### config.mk
export PLATFORM = sky130hd
export DESIGN_NAME = sgdlr_front_flat
export DESIGN_NICKNAME = d
export VERILOG_FILES = /design/src/rtl/sgdlr_pkg.sv /design/src/rtl/sgdlr_if.sv /design/src/rtl/sgdlr_front.sv /design/src/flat_wrapper.sv
export SDC_FILE = /design/constraint.sdc
export NUM_CORES = 1
export LEC_CHECK = 0
export BUFFER_PORTS_ARGS = -buffer_cell sky130_fd_sc_hd__buf_2
export CORE_ASPECT_RATIO = 0.9
export CORE_MARGIN = 2
export CORE_UTILIZATION = 30
export DETAILED_ROUTE_END_ITERATION = 8
export SLEW_MARGIN = 0
export SYNTH_ARGS = -nofsm -noshare
export SYNTH_HDL_FRONTEND = slang
export SYNTH_SLANG_ARGS = --single-unit
### constraint.sdc
create_clock -name clk_i -period 2.1 [get_ports clk_i]
set_input_delay 0.105 -clock clk_i [delete_from_list [all_inputs] [get_ports clk_i]]
set_output_delay 0.105 -clock clk_i [all_outputs]
set_load 0.1 [all_outputs]
### src/rtl/sgdlr_pkg.sv
// Shared types, constants and helpers of the SGD linear regression learner.
// No dependencies.
`timescale 1ns / 1ps
package sgdlr_pkg;

  localparam int MaxFeatures = 16;
  localparam int FracBits    = 16;
  localparam int LrFrac      = 16;
  localparam int KW          = $clog2(MaxFeatures + 1);
  localparam int BW          = (MaxFeatures > 1) ? $clog2(MaxFeatures) : 1;
  localparam int QDepth      = 2;

  localparam logic [1:0] CfgLearnRate = 2'd0;
  localparam logic [1:0] CfgFeatCount = 2'd1;
  localparam logic [1:0] CfgLearnEn   = 2'd2;

  typedef enum logic [1:0] {
    OpFeature = 2'd0,
    OpTarget  = 2'd1,
    OpClear   = 2'd2,
    OpRead    = 2'd3
  } op_e;

  typedef struct packed {
    op_e                op;
    logic signed [23:0] value;
    logic [4:0]         index;
  } item_t;

  typedef struct packed {
    logic [15:0] step_size;
    logic [4:0]  feature_count;
    logic        learn_enable;
  } cfg_t;

  typedef struct packed {
    logic        sat;
    logic [31:0] val;
  } sat_t;

  function automatic sat_t sat32(input logic signed [63:0] v);
    sat_t r;
    if (v > 64'sd2147483647) begin
      r.sat = 1'b1;
      r.val = 32'h7FFF_FFFF;
    end else if (v < -64'sd2147483648) begin
      r.sat = 1'b1;
      r.val = 32'h8000_0000;
    end else begin
      r.sat = 1'b0;
      r.val = v[31:0];
    end
    return r;
  endfunction

endpackage

### src/rtl/sgdlr_if.sv
// Channel interfaces of the learner: input beat and result beat.
// Depends on nothing.
`timescale 1ns / 1ps
interface sgdlr_in_if;
  logic               valid;
  logic               ready;
  logic [1:0]         opcode;
  logic signed [23:0] sample_value;
  logic [4:0]         weight_index;
  modport source (output valid, opcode, sample_value, weight_index, input ready);
  modport sink   (input valid, opcode, sample_value, weight_index, output ready);
endinterface


### src/rtl/sgdlr_front.sv
// Front end: accepts input beats, decodes the opcode and queues items.
// Depends on sgdlr_pkg and sgdlr_if.
`timescale 1ns / 1ps
module sgdlr_front (
  input  logic               clk_i,
  input  logic               rst_ni,
  sgdlr_in_if.sink           in_s,
  output logic               item_valid_o,
  input  logic               item_ready_i,
  output sgdlr_pkg::item_t   item_o
);

  localparam int PW = (sgdlr_pkg::QDepth > 1) ? $clog2(sgdlr_pkg::QDepth) : 1;
  localparam int CW = $clog2(sgdlr_pkg::QDepth + 1);

  sgdlr_pkg::item_t mem_q [sgdlr_pkg::QDepth];
  logic [PW-1:0] wr_q, wr_d, rd_q, rd_d;
  logic [CW-1:0] cnt_q, cnt_d;
  logic push, pop;
  sgdlr_pkg::item_t in_item;

  assign in_s.ready   = (cnt_q != CW'(sgdlr_pkg::QDepth));
  assign push         = in_s.valid && in_s.ready;
  assign item_valid_o = (cnt_q != '0);
  assign pop          = item_valid_o && item_ready_i;
  assign item_o       = mem_q[rd_q];

  always_comb begin
    in_item.op    = sgdlr_pkg::op_e'(in_s.opcode);
    in_item.value = in_s.sample_value;
    in_item.index = in_s.weight_index;
    wr_d  = push ? ((wr_q == PW'(sgdlr_pkg::QDepth - 1)) ? '0 : wr_q + 1'b1) : wr_q;
    rd_d  = pop  ? ((rd_q == PW'(sgdlr_pkg::QDepth - 1)) ? '0 : rd_q + 1'b1) : rd_q;
    cnt_d = cnt_q + CW'(push) - CW'(pop);
  end

  always_ff @(posedge clk_i or negedge rst_ni) begin
    if (!rst_ni) begin
      wr_q  <= '0;
      rd_q  <= '0;
      cnt_q <= '0;
    end else begin
      wr_q  <= wr_d;
      rd_q  <= rd_d;
      cnt_q <= cnt_d;
    end
  end

  always_ff @(posedge clk_i) begin
    if (push) begin
      mem_q[wr_q] <= in_item;
    end
  end

  a_cnt_bound: assert property (@(posedge clk_i) disable iff (!rst_ni)
    cnt_q <= CW'(sgdlr_pkg::QDepth)) else $error("queue overfilled");
  a_push_grows: assert property (@(posedge clk_i) disable iff (!rst_ni)
    (push && !pop) |=> (cnt_q == $past(cnt_q) + 1'b1)) else $error("push lost");
  a_pop_shrinks: assert property (@(posedge clk_i) disable iff (!rst_ni)
    (pop && !push) |=> (cnt_q == $past(cnt_q) - 1'b1)) else $error("pop lost");

endmodule

### src/flat_wrapper.sv
// flat-port wrapper written by rule: the top's interface ports become plain ports
module sgdlr_front_flat 
  (clk_i, rst_ni, item_valid_o, item_ready_i, item_o, in_s_valid, in_s_opcode, in_s_sample_value, in_s_weight_index, in_s_ready);
  sgdlr_in_if in_s_i ();
  input  logic clk_i;
  input  logic rst_ni;
  output logic item_valid_o;
  input  logic item_ready_i;
  output sgdlr_pkg::item_t item_o;
  input wire logic [$bits(in_s_i.valid)-1:0] in_s_valid;
  input wire logic [$bits(in_s_i.opcode)-1:0] in_s_opcode;
  input wire logic [$bits(in_s_i.sample_value)-1:0] in_s_sample_value;
  input wire logic [$bits(in_s_i.weight_index)-1:0] in_s_weight_index;
  output wire logic [$bits(in_s_i.ready)-1:0] in_s_ready;
  assign in_s_i.valid = in_s_valid;
  assign in_s_i.opcode = in_s_opcode;
  assign in_s_i.sample_value = in_s_sample_value;
  assign in_s_i.weight_index = in_s_weight_index;
  assign in_s_ready = in_s_i.ready;
  sgdlr_front u_core (.clk_i(clk_i), .rst_ni(rst_ni), .in_s(in_s_i), .item_valid_o(item_valid_o), .item_ready_i(item_ready_i), .item_o(item_o));
endmodule
==> results.ini <==
[global_routing]
grt_max_degree=32
antenna_found_initial=0
gr-total-overflow=0
first_global_vias=1469
grt_usage=0.105
grt_pass1_wl_microns=7210

[clock_tree]
root_buffer=clkbuf_8
clk-insertion-delay-late_ps=340
h-tree-depth=3
cts_buffer_depth=2
cts.sinks=66
numCtsBuffers=9
postCtsSetupBuffers=0
cts_resized=0
clk_pin_slew_ps=70
cts_tree=built

[finish]
design_area_sq_um=3630
drive_gt1_frac=0.526
antennaDiodeCount=0
nets=262
nFillCells=772
area_delta_synth_final_pct=41.1
stdcell_count=349

[drt]
first_pass_iters=3
drt_iter0_drc=28
antenna_left=0
drt-vias-per-instance=3.94
drcViolationCount=0
wire_per_inst_microns=12.8
vias=1376
wl_microns=4480

[sta]
worst_slack_ps=271
maxSlewViolCount=0
max_freq_mhz=547
rsz0062_at_grt=false
post-route-min-period_ps=1830
hold_viol_final=0
fin_setup_tns_ps=0
maxSlewHeadroom=0.661
worstMarginPinSlew_ps=512
setup_viol=0
finalCritPeriodShare=0.871
fin_skew_ps=12.2

[synth]
yosysWarningCount=0
yosys.area_share.simple=0.0136
synth-seq-cells=66
yosysSeqAreaShare=0.763
synth_top_family_by_area=multiplexers
synth_nets=153
synth_area_leaders=edfxtp_1 (72%), mux2_4 (17%), dfrtp_1 (3.9%), buf_6 (1.8%), xnor2_1 (1.0%)
syn_inst=116
yosys.area_share.xor_xnor=0.0136
synth_compound_area_frac=0
yosysTopAreaCellShare=0.724
avgSynthCellArea_sq_um=22.2
synthMuxAreaShare=0.178
synthesis.area_sq_um=2570
synth_largest_area_cell=edfxtp_1
synth-adder-area-share=0.00973
synth_cell_types=15

[floorplanning]
die_area_sq_um=9330
die_w_microns=102
core_area_sq_um=8450
start_util=0.304
ioPinCount=68
num_rows=32
dieHeight_microns=91.8

[placement]
place_area_sq_um=3080
dp.cells=301
dpl.hpwl_microns=2720
pre_cts_slack_ps=364
portBuffers=67
gp_congestion=0.650

[critical_path]
cp.required_ps=2000
max_stage_delay_ps=490
start_kind=register
worstSetupEndpointType=primary output
critPathKind=register to primary output
arrival_ps=1720
crit_buf_inv=2
worstPathMaxFanout=27
cp_top_family=buffers and inverters
slowest_stage=dfrtp_2
cp_cell_sequence=buf_12 -> mux2_1 -> buf_2

[run]
drv_cap=0

[outcome]
outcome=finished, final reports clean

[hold_path]
hold_class=primary input to register

worst min-delay path: stages:
cell and delay (ps):
buf_2 80, and2_4 140, xor2_1 50
per-stage QoR:
stage,hold slack (ps),util
CTS,52.7,0.430
detailed placement,-78.7,0.365
finish,79.7,0.430
global placement,-79.3,0.365
floorplan,-191,-
global route,69.0,0.430
cells by family after synthesis:
logic type,Yosys count
flip-flops,66
XOR/XNOR,4
adder cells (fa/ha/maj),2
AND/OR/NAND/NOR,6
buffers and inverters,7
multiplexers,31
metal layers:
layer,up-vias,global-route usage,part of all wire
met5,-,0,0
met4,0,0.0338,0.010
met3,6,0.0602,0.081
met2,49,0.162,0.49
met1,659,0.121,0.42
li1,662,-,-
layout make-up:
class                      count  area, sq um  area share
timing repair buffer         102          716       0.197
inverter                       3         11.3     0.00310
multi-input combinational     43          564       0.156
tap                          119          149      0.0410
clock inverter                 7          101      0.0279
sequential                    66         1960       0.541
clock buffer                   9          124      0.0341
cells in the final DEF (no fill, tap or decap), drive strengths merged:
cell	count
clkinv	2
inv	4
xor2	1
and3	1
nand2	1
mux2	31
buf	70
xnor2	3
clkinvlp	2
ha	2
bufinv	2
clkbuf	9
and2	1
dfrtp	4
nor2	1
or2	1
edfxtp	62
dlygate4sd3	32
nand2b	1
worst paths after layout:
check	cells after the start	start	slack [ps]	endpoint
min in group asynchronous	2	rst_ni	100	u_core.cnt_q[1]$_DFF_PN0_
worst min-delay path	3	item_ready_i	80	u_core.rd_q$_DFFE_PN0P_
max in group asynchronous	2	rst_ni	1860	u_core.rd_q$_DFFE_PN0P_
worst min register to register	1	u_core.cnt_q[1]$_DFF_PN0_	530	u_core.cnt_q[1]$_DFF_PN0_
worst max-delay path	3	u_core.rd_q$_DFFE_PN0P_	270	item_o[22]
worst max register to register	7	u_core.cnt_q[1]$_DFF_PN0_	350	u_core.cnt_q[1]$_DFF_PN0_
state kept, by name (all words and copies together), names as in the netlist:
signal,count
u_core.mem_q,62
u_core.cnt_q,2
u_core.wr_q,1
u_core.rd_q,1
Yosys cell counts:
| library cell | instances |
|---|---|
| and2_4 | 1 |
| xor2_1 | 1 |
| nand2b_1 | 1 |
| buf_6 | 4 |
| dfrtp_1 | 4 |
| xnor2_1 | 3 |
| edfxtp_1 | 62 |
| inv_1 | 3 |
| or2_1 | 1 |
| nor2_1 | 1 |
| ha_1 | 2 |
| nand2_1 | 1 |
| and3_1 | 1 |
| mux2_1 | 2 |
| mux2_4 | 29 |
what timing repair did:
| item | CTS | global route |
|---|---|---|
| endpoints found under the hold margin | 66 | 0 |
| hold buffers | 32 | 0 |
| endpoints found under the setup margin | 0 | 0 |
Power is not shown: default switching activity piles up to over one toggle a cycle in this logic, so the estimate is an artifact.
